[src/rtl/core/ecc_pkg.sv]
// ----------------------------------------------------------------------------
// ecc_pkg
// Shared types, constants and helper functions of the escape count colorizer.
// ----------------------------------------------------------------------------
package ecc_pkg;

   // sizes
   localparam int PAL_DEPTH       = 256;
   localparam int PAL_ADDR_BITS   = $clog2(PAL_DEPTH);
   localparam int COUNT_BITS      = 24;
   localparam int FRAC_BITS       = 16;
   localparam int LEVEL_FRAC_BITS = 12;
   localparam int CONTRAST        = 10;
   localparam int CH_BITS         = 8;
   localparam int NUM_CH          = 3;
   localparam int NUM_BITS        = 32;
   localparam int LEVEL_BITS      = 16;
   localparam int GAIN_BITS       = 20;
   localparam int PROD_BITS       = CH_BITS + FRAC_BITS + LEVEL_FRAC_BITS;
   localparam int HI_BITS         = PROD_BITS - FRAC_BITS;
   localparam int BLEND_BITS      = CH_BITS + FRAC_BITS + 1;
   localparam int CSR_INDEX_BITS  = 3;
   localparam int CSR_DATA_BITS   = 16;
   localparam int SUM_BITS        = CH_BITS + 2;
   localparam int FOLD_BITS       = CH_BITS + 1;

   // channel slots in an rgb vector
   localparam int CH_RED   = 2;
   localparam int CH_GREEN = 1;
   localparam int CH_BLUE  = 0;

   // request kinds
   localparam logic REQ_COLOR = 1'b0;
   localparam logic REQ_WRITE = 1'b1;

   localparam logic [GAIN_BITS-1:0] GAIN_ONE  = GAIN_BITS'(2 ** LEVEL_FRAC_BITS);
   localparam logic [FRAC_BITS:0]   FRAC_ONE  = (FRAC_BITS + 1)'(2 ** FRAC_BITS);
   localparam logic [FRAC_BITS-1:0] FRAC_TOP  = '1;

   typedef enum logic {
      MODE_GAIN    = 1'b0,
      MODE_PALETTE = 1'b1
   } ecc_mode_type;

   typedef enum logic [CSR_INDEX_BITS-1:0] {
      CSR_COLOR_MODE    = 3'd0,
      CSR_SMOOTH_ENABLE = 3'd1,
      CSR_RED_LEVEL     = 3'd2,
      CSR_GREEN_LEVEL   = 3'd3,
      CSR_BLUE_LEVEL    = 3'd4
   } ecc_csr_type;

   typedef logic [NUM_CH-1:0][CH_BITS-1:0] ecc_rgb_type;

   typedef struct packed {
      logic                  req_type;
      logic                  escaped;
      logic [COUNT_BITS-1:0] iter_count;
      logic [NUM_BITS-1:0]   eject_num;
      logic [NUM_BITS-1:0]   eject_den;
      logic [CH_BITS-1:0]    entry_index;
      logic [CH_BITS-1:0]    entry_red;
      logic [CH_BITS-1:0]    entry_green;
      logic [CH_BITS-1:0]    entry_blue;
   } ecc_req_type;

   typedef struct packed {
      logic [CH_BITS-1:0] pixel_red;
      logic [CH_BITS-1:0] pixel_green;
      logic [CH_BITS-1:0] pixel_blue;
   } ecc_rsp_type;

   typedef struct packed {
      ecc_mode_type                        color_mode;
      logic                                smooth_enable;
      logic [NUM_CH-1:0][GAIN_BITS-1:0]    gain;
   } ecc_cfg_type;

   // fields that ride along the divider
   typedef struct packed {
      logic                     is_write;
      logic                     escaped;
      logic [HI_BITS-1:0]       count_lo;
      logic [PAL_ADDR_BITS-1:0] pal_addr;
      logic [PAL_ADDR_BITS-1:0] entry_index;
      ecc_rgb_type              entry_rgb;
   } ecc_side_type;

   typedef struct packed {
      logic [NUM_BITS-1:0]  rem;
      logic [NUM_BITS-1:0]  den;
      logic [FRAC_BITS-1:0] quo;
      logic                 zero;
      logic                 sat;
      ecc_side_type         side;
   } ecc_div_type;

   // gain = 1 + contrast * level, unsigned q.12
   function automatic logic [GAIN_BITS-1:0] level_gain(input logic [LEVEL_BITS-1:0] level);
      logic [GAIN_BITS-1:0] lvl;
      lvl = GAIN_BITS'(level);
      return GAIN_BITS'(GAIN_BITS'(CONTRAST) * lvl) + GAIN_ONE;
   endfunction

   // count mod 255 by byte folding, entry 0 for inside points
   function automatic logic [PAL_ADDR_BITS-1:0] pal_index(input logic [COUNT_BITS-1:0] count,
                                                          input logic escaped);
      logic [SUM_BITS-1:0]  sum;
      logic [FOLD_BITS-1:0] fold;
      sum  = SUM_BITS'(count[23:16]) + SUM_BITS'(count[15:8]) + SUM_BITS'(count[7:0]);
      fold = FOLD_BITS'(sum[SUM_BITS-1:CH_BITS]) + FOLD_BITS'(sum[CH_BITS-1:0]);
      if (fold >= FOLD_BITS'(PAL_DEPTH - 1)) begin
         fold = fold - FOLD_BITS'(PAL_DEPTH - 1);
      end
      if (!escaped) begin
         fold = '0;
      end
      return fold[PAL_ADDR_BITS-1:0];
   endfunction

   // ramp held by entries never written
   function automatic ecc_rgb_type pal_default(input logic [PAL_ADDR_BITS-1:0] addr);
      ecc_rgb_type rgb;
      rgb[CH_RED]   = CH_BITS'(addr);
      rgb[CH_GREEN] = CH_BITS'(addr);
      rgb[CH_BLUE]  = CH_BITS'({addr, 2'b00});
      return rgb;
   endfunction

endpackage

[src/rtl/core/ecc_csr.sv]
// ----------------------------------------------------------------------------
// ecc_csr
// Configuration registers; channel levels are kept as ready-made gains.
// ----------------------------------------------------------------------------
module ecc_csr (
   input  logic                                clock,
   input  logic                                reset,
   input  logic                                csr_write,
   input  logic [ecc_pkg::CSR_INDEX_BITS-1:0]  csr_index,
   input  logic [ecc_pkg::CSR_DATA_BITS-1:0]   csr_wdata,
   output ecc_pkg::ecc_cfg_type                cfg
);

   ecc_pkg::ecc_cfg_type cfg_ff;
   ecc_pkg::ecc_cfg_type cfg_in;

   always_comb begin
      cfg_in = cfg_ff;
      if (csr_write) begin
         case (csr_index)
            ecc_pkg::CSR_COLOR_MODE: begin
               cfg_in.color_mode = ecc_pkg::ecc_mode_type'(csr_wdata[0]);
            end
            ecc_pkg::CSR_SMOOTH_ENABLE: begin
               cfg_in.smooth_enable = csr_wdata[0];
            end
            ecc_pkg::CSR_RED_LEVEL: begin
               cfg_in.gain[ecc_pkg::CH_RED] = ecc_pkg::level_gain(csr_wdata);
            end
            ecc_pkg::CSR_GREEN_LEVEL: begin
               cfg_in.gain[ecc_pkg::CH_GREEN] = ecc_pkg::level_gain(csr_wdata);
            end
            ecc_pkg::CSR_BLUE_LEVEL: begin
               cfg_in.gain[ecc_pkg::CH_BLUE] = ecc_pkg::level_gain(csr_wdata);
            end
            default: begin
            end
         endcase
      end
   end

   always_ff @(posedge clock) begin
      if (reset) begin
         cfg_ff.color_mode              <= ecc_pkg::MODE_GAIN;
         cfg_ff.smooth_enable           <= 1'b0;
         cfg_ff.gain[ecc_pkg::CH_RED]   <= ecc_pkg::level_gain(ecc_pkg::CSR_DATA_BITS'(4096));
         cfg_ff.gain[ecc_pkg::CH_GREEN] <= ecc_pkg::level_gain('0);
         cfg_ff.gain[ecc_pkg::CH_BLUE]  <= ecc_pkg::level_gain('0);
      end else begin
         cfg_ff <= cfg_in;
      end
   end

   assign cfg = cfg_ff;

endmodule

[config.mk]
export PLATFORM = sky130hd
export DESIGN_NAME = ecc_csr
export DESIGN_NICKNAME = d
export VERILOG_FILES = /design/src/rtl/core/ecc_pkg.sv /design/src/rtl/core/ecc_csr.sv
export SDC_FILE = /design/constraint.sdc
export NUM_CORES = 1
export LEC_CHECK = 0
export ABC_AREA = 1
export BUFFER_PORTS_ARGS = -buffer_cell sky130_fd_sc_hd__buf_2
export CAP_MARGIN = 20
export CORE_MARGIN = 2
export CORE_UTILIZATION = 40
export CTS_CLUSTER_DIAMETER = 120
export CTS_CLUSTER_SIZE = 28
export DETAILED_ROUTE_END_ITERATION = 12
export PLACE_DENSITY = 0.61
export SKIP_CTS_REPAIR_TIMING = 1
export SLEW_MARGIN = 30
export SYNTH_ARGS = -nofsm -noshare
export SYNTH_HDL_FRONTEND = slang
export SYNTH_SLANG_ARGS = --single-unit
export TNS_END_PERCENT = 30
[constraint.sdc]
create_clock -name clock -period 4.8 [get_ports clock]
set_clock_uncertainty 0.2 [all_clocks]
set_input_delay 0.24 -clock clock [delete_from_list [all_inputs] [get_ports clock]]
set_output_delay 0.24 -clock clock [all_outputs]
set_load 0.01 [all_outputs]
Word-level counts from Yosys, hierarchy flattened
Index checks and enable logic that the tools add are counted.
{"block": "word_totals", "register_bits": 62, "input_bits": 22, "output_inout_bits": 62, "wordCells": 17}
{"block": "classes", "add_sub_neg": 1, "multipliers": 1, "eq_ne": 4, "n_reduce_logical": 6}
{"cell": "$add A20 B13 Y20 const B", "count": 1}
{"cell": "$mul A3 B16 Y19 const A", "count": 1}
{"cell": "$reduce_and A2 Y1", "count": 5}
{"cell": "$eq A3 B2 Y1 const B", "count": 2}
{"cell": "$eq A3 B1 Y1 const B", "count": 1}
{"cell": "$eq A3 B3 Y1 const B", "count": 1}
{"cell": "$logic_not A3 Y1", "count": 1}

Depth between registers and ports, before layout
Gate-level depths: netlist (run 1).
{"block": "depth", "word_depth": 2, "mapped_depth": 18, "mapped_depth_nobuf": 18}

Least setup slack after synthesis (run 1)
No wires, ideal clock.
{"block": "synth_timing", "kind": "input to register", "startpoint": "input port csr_wdata[1] (netlist name)", "endpoint": "register cfg_ff, in the netlist cfg[58]", "setup_time_ns": 0.109, "arrival_ns": 2.319, "t_required_ns": 4.491, "setup_slack_ns": 2.172, "path_stages": 16, "n_path_buf": 0, "cell_sequence": "ha_1 -> ha_1 -> fa_1 -> nand2_2 -> nand2_1 -> nand3b_1 -> nand3_1 -> nand2_4 -> ha_1 -> nand3_2 -> nor2_4 -> nand2_1 -> nand2_1 -> nand3_1 -> nand2_1 -> inv_1"}
{"block": "synth_between", "elab_chain_len": 2}
{"item": "from (decl)", "line": "ecc_csr.sv:10", "source": "input logic [ecc_pkg::CSR_DATA_BITS-1:0] csr_wdata,"}
{"item": "$mul A3 B16 Y19", "line": "ecc_pkg.sv:102", "source": "return GAIN_BITS'(GAIN_BITS'(CONTRAST) * lvl) + GAIN_ONE;"}
{"item": "$add A20 B13 Y20", "line": "ecc_pkg.sv:102"}
{"item": "to (signal assigned)", "line": "ecc_csr.sv:50", "source": "cfg_ff <= cfg_in;"}
{"item": "to (decl)", "line": "ecc_csr.sv:14", "source": "ecc_pkg::ecc_cfg_type cfg_ff;"}
No other way between the ends.
A chain may end at the register's enable or synchronous reset.

Final worst setup path (run 1)
{"block": "layout_timing", "startpoint": "input port csr_wdata[1] (netlist name)", "endpoint": "register cfg_ff, in the netlist cfg[18]"}
The elaborated chain is that of the path after synthesis.

==> flow_metrics.tcl, run 1 <==
set metrics [dict create \
    synth_common_cells "92 x nor2_1, 83 x nand2_1, 73 x inv_1" \
    synth_area_leaders "dfxtp_1 33%, ha_1 10%, nor2_1 9.7%, nand2_1 8.8%, inv_1 7.7%" \
    setup_tns_ps 0 \
    fin_nets 639 \
    drive_gt1_share_pct 22.8 \
    clk_latency_ps 340 \
    root_buffer "clkbuf_8" \
    avgViaCountPerCell 4.80 \
    critical_path_required_ps 4850 \
    wl_um 9190 \
    routabilityCongestion 0.921 \
    cts_made_buffers 9 \
    total_power_mw 1.31 \
    initial_core_util_pct 40.9 \
    finalMaxSlewViolations 0 \
    syn_area_um2 3550 \
    antenna_left 0 \
    dpl-instance-area_um2 4020 \
    timing.final.hold_violations 2 \
    cts.clk_slew.worst_paths_ps 70 \
    dp_hpwl_um 7060 \
    fin_crit_ps 2590 \
    grt_pass1_vias 3105 \
    ys_seq_area_share_pct 33.2 \
    grt_use_total_pct 19.6 \
    cts_tree "built" \
    yosysMostFrequentCell "nor2_1" \
    max_freq_ghz 0.386 \
    setup_ws_ps 2210 \
    yosysWarnings 0 \
    dp_slack_ps 1850 \
    largest_reg_flops 59 \
    worstPathArrival_ps 2630 \
    critPathKind "input pin to register" \
    synthDistinctLibCells 37 \
    synth_area_leader_cell "dfxtp_1" \
    cp_max_fo 5 \
    diodes 0 \
    vias 3352 \
    grt_start_max_net_pins 33 \
    dieArea_um2 9650 \
    clock-sinks 59 \
    cts.htree.levels 3 \
    status "complete, but fails checks" \
    cp-start-kind "input pin" \
    synthArstFlopShare_pct 0 \
    grt_overflow 0 \
    synth_ff_type "dfxtp_1" \
    multiInputGateArea_um2 2000 \
    ff_latch_area_um2 1180 \
    dieHeight_um 98.3 \
    yosys_register_bits 59 \
    p_leak_nw 2.41 \
    rsz0062_at_grt "no" \
    instances_no_fill 699 \
    port_buffers 80 \
    fin_area_um2 4220 \
    synth_area_per_cell_um2 6.98 \
    endpoint_kind "register" \
    maxCapViolCount 0 \
    drc 0 \
    pin_count 84 \
    synth_edf_count 0 \
    num_rows 34 \
    fillers 899 \
    hold_class "input pin to register" \
    slew_headroom_pct 43.9 \
    dr.pass1.iters 4 \
    final_util_pct 48.6 \
    areaGrowthSynthToFinish_pct 18.6 \
    netlist.area_leader.share_pct 33.2 \
    grt_pass1_wl_um 15200 \
    tightest_slew_ps 840 \
    vdd_drop_max_uv 149 \
    syn_inst 509 \
    violations "hold timing" \
    clk_path_buf_depth 2 \
    coreArea_um2 8680 \
    die_width_um 98.3 \
    finalCritPeriodShare_pct 53.9 \
    power_density_nw_per_um2 312 \
    dp_cells 684 \
    wl_per_cell_um 13.1 \
    whs_ps -3.62 \
    antenna_found_initial 0 \
    setup-violations-final 0 \
    drt_iter0_drc 99 \
]
[area by class of cell]
class	count	share of cell area [%]
sequential	59	28.0
inverter	77	6.86
multi-input combinational	357	47.3
tap	108	3.21
clock buffer	10	3.27
timing repair buffer	83	10.0
clock inverter	5	1.28
[cell families after synthesis]
group | Yosys count | share of synthesized area [%]
flip-flops | 59 | 33.2
XOR/XNOR | 7 | 1.73
AND/OR/NAND/NOR | 243 | 31.9
other | 1 | 0.106
AO/OA/AOI/OAI | 74 | 11.4
buffers and inverters | 95 | 10.8
adder cells (fa/ha/maj) | 30 | 10.8
[worst paths after layout]
kind / startpoint / endpoint / slack, ps / depth (start not counted)
max: csr_wdata[1] / cfg[18] / 2210 / 17
min: csr_wdata[1] / cfg[42] / -4 / 3
max reg2reg: cfg[31] / cfg[31] / 3850 / 3
min reg2reg: cfg[53] / cfg[53] / 270 / 2
[critical path, cell delays in order]
cell and delay (ps):
buf_2 130, ha_1 300, ha_1 250, fa_1 440, nand2_2 120, nand2_1 50, nand3b_1 110, nand3_1 130
nand2_4 130, ha_1 200, nand3_2 100, nor2_4 110, nand2_1 60, nand2_1 90, nand3_1 80, nand2_1 70
inv_1 30
[report_power, final]
part           leakage [nW]  total (mW)  internal (mW)  switching [mW]
Clock                 0.102       0.449          0.249           0.200
Sequential            0.480       0.517          0.507         0.00924
Combinational          1.82       0.348          0.121           0.227
Total                  2.41        1.31          0.877           0.436
[metal layers]
metal / track usage (%) / wire, um / up-vias
li1: - / - / 1756
met1: 26.1 / 4460 / 1502
met2: 32.2 / 4190 / 82
met3: 3.87 / 419 / 12
met4: 5.90 / 123 / 0
met5: 0 / 0 / -
[cells in the final DEF, fill, tap and decap left out, types with 2 or more instances in the layout]
master / n
o21a_1: 5
conb_1: 3
nand3b_1: 2
inv_2: 4
inv_1: 73
nor2_2: 4
clkinv_2: 3
dfxtp_1: 59
xnor2_1: 3
o21bai_1: 6
nand3_2: 6
nand2_1: 83
nand3_1: 26
nand2_2: 11
xor2_1: 4
buf_4: 3
nor2_1: 92
nor2_4: 2
nand4_1: 3
a21oi_1: 16
buf_2: 80
and2_1: 3
nand2_4: 3
clkbuf_8: 10
o21ai_0: 44
nor3_1: 2
ha_1: 29
No activity file was read; power rests on OpenSTA's default activity.
==> inputs of run 2 (changes only) <==
--- a/config.mk
+++ b/config.mk
@@ -5,7 +5,7 @@
 export SDC_FILE = /design/constraint.sdc
 export NUM_CORES = 1
 export LEC_CHECK = 0
-export ABC_AREA = 1
+export ABC_AREA = 0
 export BUFFER_PORTS_ARGS = -buffer_cell sky130_fd_sc_hd__buf_2
 export CAP_MARGIN = 20
 export CORE_MARGIN = 2
@@ -13,7 +13,7 @@
 export CTS_CLUSTER_DIAMETER = 120
 export CTS_CLUSTER_SIZE = 28
 export DETAILED_ROUTE_END_ITERATION = 12
-export PLACE_DENSITY = 0.61
+export PLACE_DENSITY = 0.62
 export SKIP_CTS_REPAIR_TIMING = 1
 export SLEW_MARGIN = 30
 export SYNTH_ARGS = -nofsm -noshare
==> constraint.sdc (replaced) <==
create_clock -name clock -period 2.5 [get_ports clock]
set_clock_uncertainty 0.2 [all_clocks]
set_input_delay 0.125 -clock clock [delete_from_list [all_inputs] [get_ports clock]]
set_output_delay 0.125 -clock clock [all_outputs]
set_load 0.01 [all_outputs]
==> run 2 against run 1 <==
  * The run ends with hold timing, setup timing left
  * Die area is 8.2% lower
  * Sequential share of layout area decreased by 2.4 points
  * Power is 120% higher
  * Sequential cell count unchanged
  * First-iteration DRC count decreased by 1.0%
  * Cell area is 9.5% higher
  * Combinational power rose to 2.5 times the previous value
  * Global-route usage is 0.072 points higher
  * Synthesized cell count decreased by 23%
==> flow_metrics.tcl, run 2 <==
set metrics [dict create \
    worstPathArrival_ps 2930 \
    final_cell_mix "78 x buf_2, 77 x nand2_1, 66 x buf_4" \
    largest_reg_flops 59 \
    setup_ws_ps -391 \
    path_cells "buf_8, ha_4, ha_4, fa_2, a21o_1, a221o_2, a31oi_4, xnor2_2, ha_2, nand4_4, or4_4, a311oi_2" \
    crit_cells 12 \
    synthDistinctLibCells 59 \
    dieArea_um2 8860 \
    critPathKind "input pin to register" \
    areaGrowthSynthToFinish_pct 42.1 \
    drt_iter0_drc 98 \
    synth_ff_type "dfxtp_1" \
    rsz0062_at_grt "yes" \
    vdd_drop_max_uv 262 \
    clk_latency_ps 320 \
    power_density_nw_per_um2 619 \
    critPathCapture "cfg[38]" \
    drc 0 \
    finalMaxSlewViolations 0 \
    cp-start-kind "input pin" \
    wl_per_cell_um 13.7 \
    grt_overflow 0 \
    critical_path_required_ps 2540 \
    p_leak_nw 2.05 \
    coreArea_um2 7810 \
    synth_area_per_cell_um2 8.26 \
    cts_made_buffers 9 \
    cp_max_fo 5 \
    diodes 0 \
    use_met3_pct 4.09 \
    crit_family "compound AO/OA/AOI/OAI gates" \
    cts.htree.levels 3 \
    ff2ff_path_depth 2 \
    tightest_slew_ps 659 \
    num_rows 32 \
    antenna_found_initial 0 \
    top_usage_layer "met2" \
    syn_area_um2 3250 \
    antenna_left 0 \
    status "complete, but fails checks" \
    clk_path_buf_depth 2 \
    reg2reg_from "cfg[38]" \
    routabilityCongestion 0.817 \
    netlist.area_leader.share_pct 36.4 \
    violations "hold timing, setup timing" \
    critPathLaunch "csr_wdata[3]" \
    dp_cells 614 \
    ys_seq_area_share_pct 36.4 \
    regToRegSetupSlack_ps 1550 \
    timing.final.hold_violations 1 \
    finalCritPeriodShare_pct 116 \
    fillers 752 \
    synth_area_leader_cell "dfxtp_1" \
    slowest_delay_ps 450 \
    use_met2_pct 31.7 \
    whs_ps -12.5 \
    cts.clk_slew.worst_paths_ps 60 \
    yosysWarnings 0 \
    r2r_end "cfg[38]" \
    multiInputGateArea_um2 2130 \
    avgViaCountPerCell 5.06 \
    endpoint_kind "register" \
    fin_crit_ps 2890 \
    crit_top_cell "ha_4" \
    initial_core_util_pct 41.6 \
    dp_hpwl_um 6650 \
    synthArstFlopShare_pct 0 \
    vias 3196 \
    root_buffer "clkbuf_8" \
    dr.pass1.iters 4 \
    ff_latch_area_um2 1180 \
    die_width_um 94.1 \
    clock-sinks 59 \
    pin_count 84 \
    max_freq_ghz 0.346 \
    grt_pass1_vias 3001 \
    maxCapViolCount 0 \
    hold_class "input pin to register" \
    yosysMostFrequentCell "nand2_1" \
    synth_common_cells "77 x nand2_1, 59 x dfxtp_1, 44 x a21oi_1" \
    yosys_register_bits 59 \
    grt_start_max_net_pins 38 \
    syn_inst 393 \
    grt_pass1_wl_um 13900 \
    port_buffers 80 \
    crit_slowest_cell "or4_4" \
    setup-violations-final 18 \
    instances_no_fill 632 \
    dieHeight_um 94.1 \
    drive_gt1_share_pct 37.4 \
    grt_use_total_pct 19.7 \
    slew_headroom_pct 56.0 \
    grt.met1_usage_pct 26.7 \
    total_power_mw 2.86 \
    synth_area_leaders "dfxtp_1 36%, ha_1 11%, nand2_1 8.9%, a21oi_1 6.8%, nor2_1 3.4%" \
    wl_um 8680 \
    cts_tree "built" \
    layout_commonest_cell "buf_2" \
    fin_nets 578 \
    synth_edf_count 0 \
    critPathBufInv 1 \
]
==> run 2: cell count changes after synthesis, sizes merged, moves of 9 or more <==
cell / previous run / this run
a211oi: 0 / 13
a21oi: 17 / 46
and3: 0 / 9
clkbuf: 7 / 22
inv: 77 / 4
nand2: 97 / 77
nand3: 33 / 12
nor2: 99 / 29
o21ai: 46 / 4
==> run 2: power by group <==
| group | total [mW] | switching, mW | internal (mW) | leakage [nW] |
|---|---|---|---|---|
| registers | 0.989 | 0.0171 | 0.972 | 0.478 |
| clock network | 0.980 | 0.370 | 0.610 | 0.115 |
| logic | 0.887 | 0.453 | 0.435 | 1.46 |
==> run 2: worst min-delay path by stage <==
stage	startpoint	end	slack, ps	depth (start not counted)
3_5_place_dp	csr_wdata[1]	cfg[2]	240	3
3_3_place_gp	csr_wdata[1]	cfg[22]	240	3
2_1_floorplan	csr_wdata[0]	cfg[1]	60	2
6_report	csr_index[1]	cfg[61]	-10	4
4_1_cts	csr_wdata[1]	cfg[2]	-120	3
5_1_grt	csr_index[2]	cfg[61]	20	4
==> run 2: cell families (layout without fill, tap and decap cells) <==
| family | Yosys count | after routing | synth area share (%) |
|---|---|---|---|
| mux | 2 | 2 | 0.616 |
| other cells | 1 | 3 | 0.115 |
| fa+ha+maj | 30 | 30 | 11.8 |
| buf+inv | 32 | 167 | 4.16 |
| xor+xnor | 12 | 12 | 3.24 |
| compound gates | 100 | 100 | 20.9 |
| simple gates | 157 | 157 | 22.8 |
| flops | 59 | 59 | 36.4 |
==> run 2: metrics by stage <==
step                      setup slack [ps]  hold WS [ps]  area (um^2)  utilization, %  TNS, ps
after floorplan                       -672          61.0         3290               -    -6960
after global placement                -833           238         4180            53.6   -15160
after detailed placement              -888           243         4180            53.6   -16380
after CTS                             -535          -121         4410            56.5    -7410
after global routing                  -473          17.3         4610            59.1    -7490
final                                 -391         -12.5         4610            59.1    -5400
==> run 2: area by class of cell <==
class,instances,area share [%]
Clock inverter,4,1.60
Tap cell,102,2.77
Multi-Input combinational cell,304,46.2
Inverter,4,0.325
Sequential cell,59,25.6
Clock buffer,11,3.28
Timing Repair Buffer,148,20.2
==> run 2: worst register-to-register path: stages (launching register included) <==
cell and delay (ps):
dfxtp_1 350, nor2_1 70, a311oi_2 250
==> run 2: metal layers <==
layer	routed length [um]	vias up
met3	458	4
li1	-	1653
met5	0	-
met2	4100	87
met1	4080	1452
met4	47	0
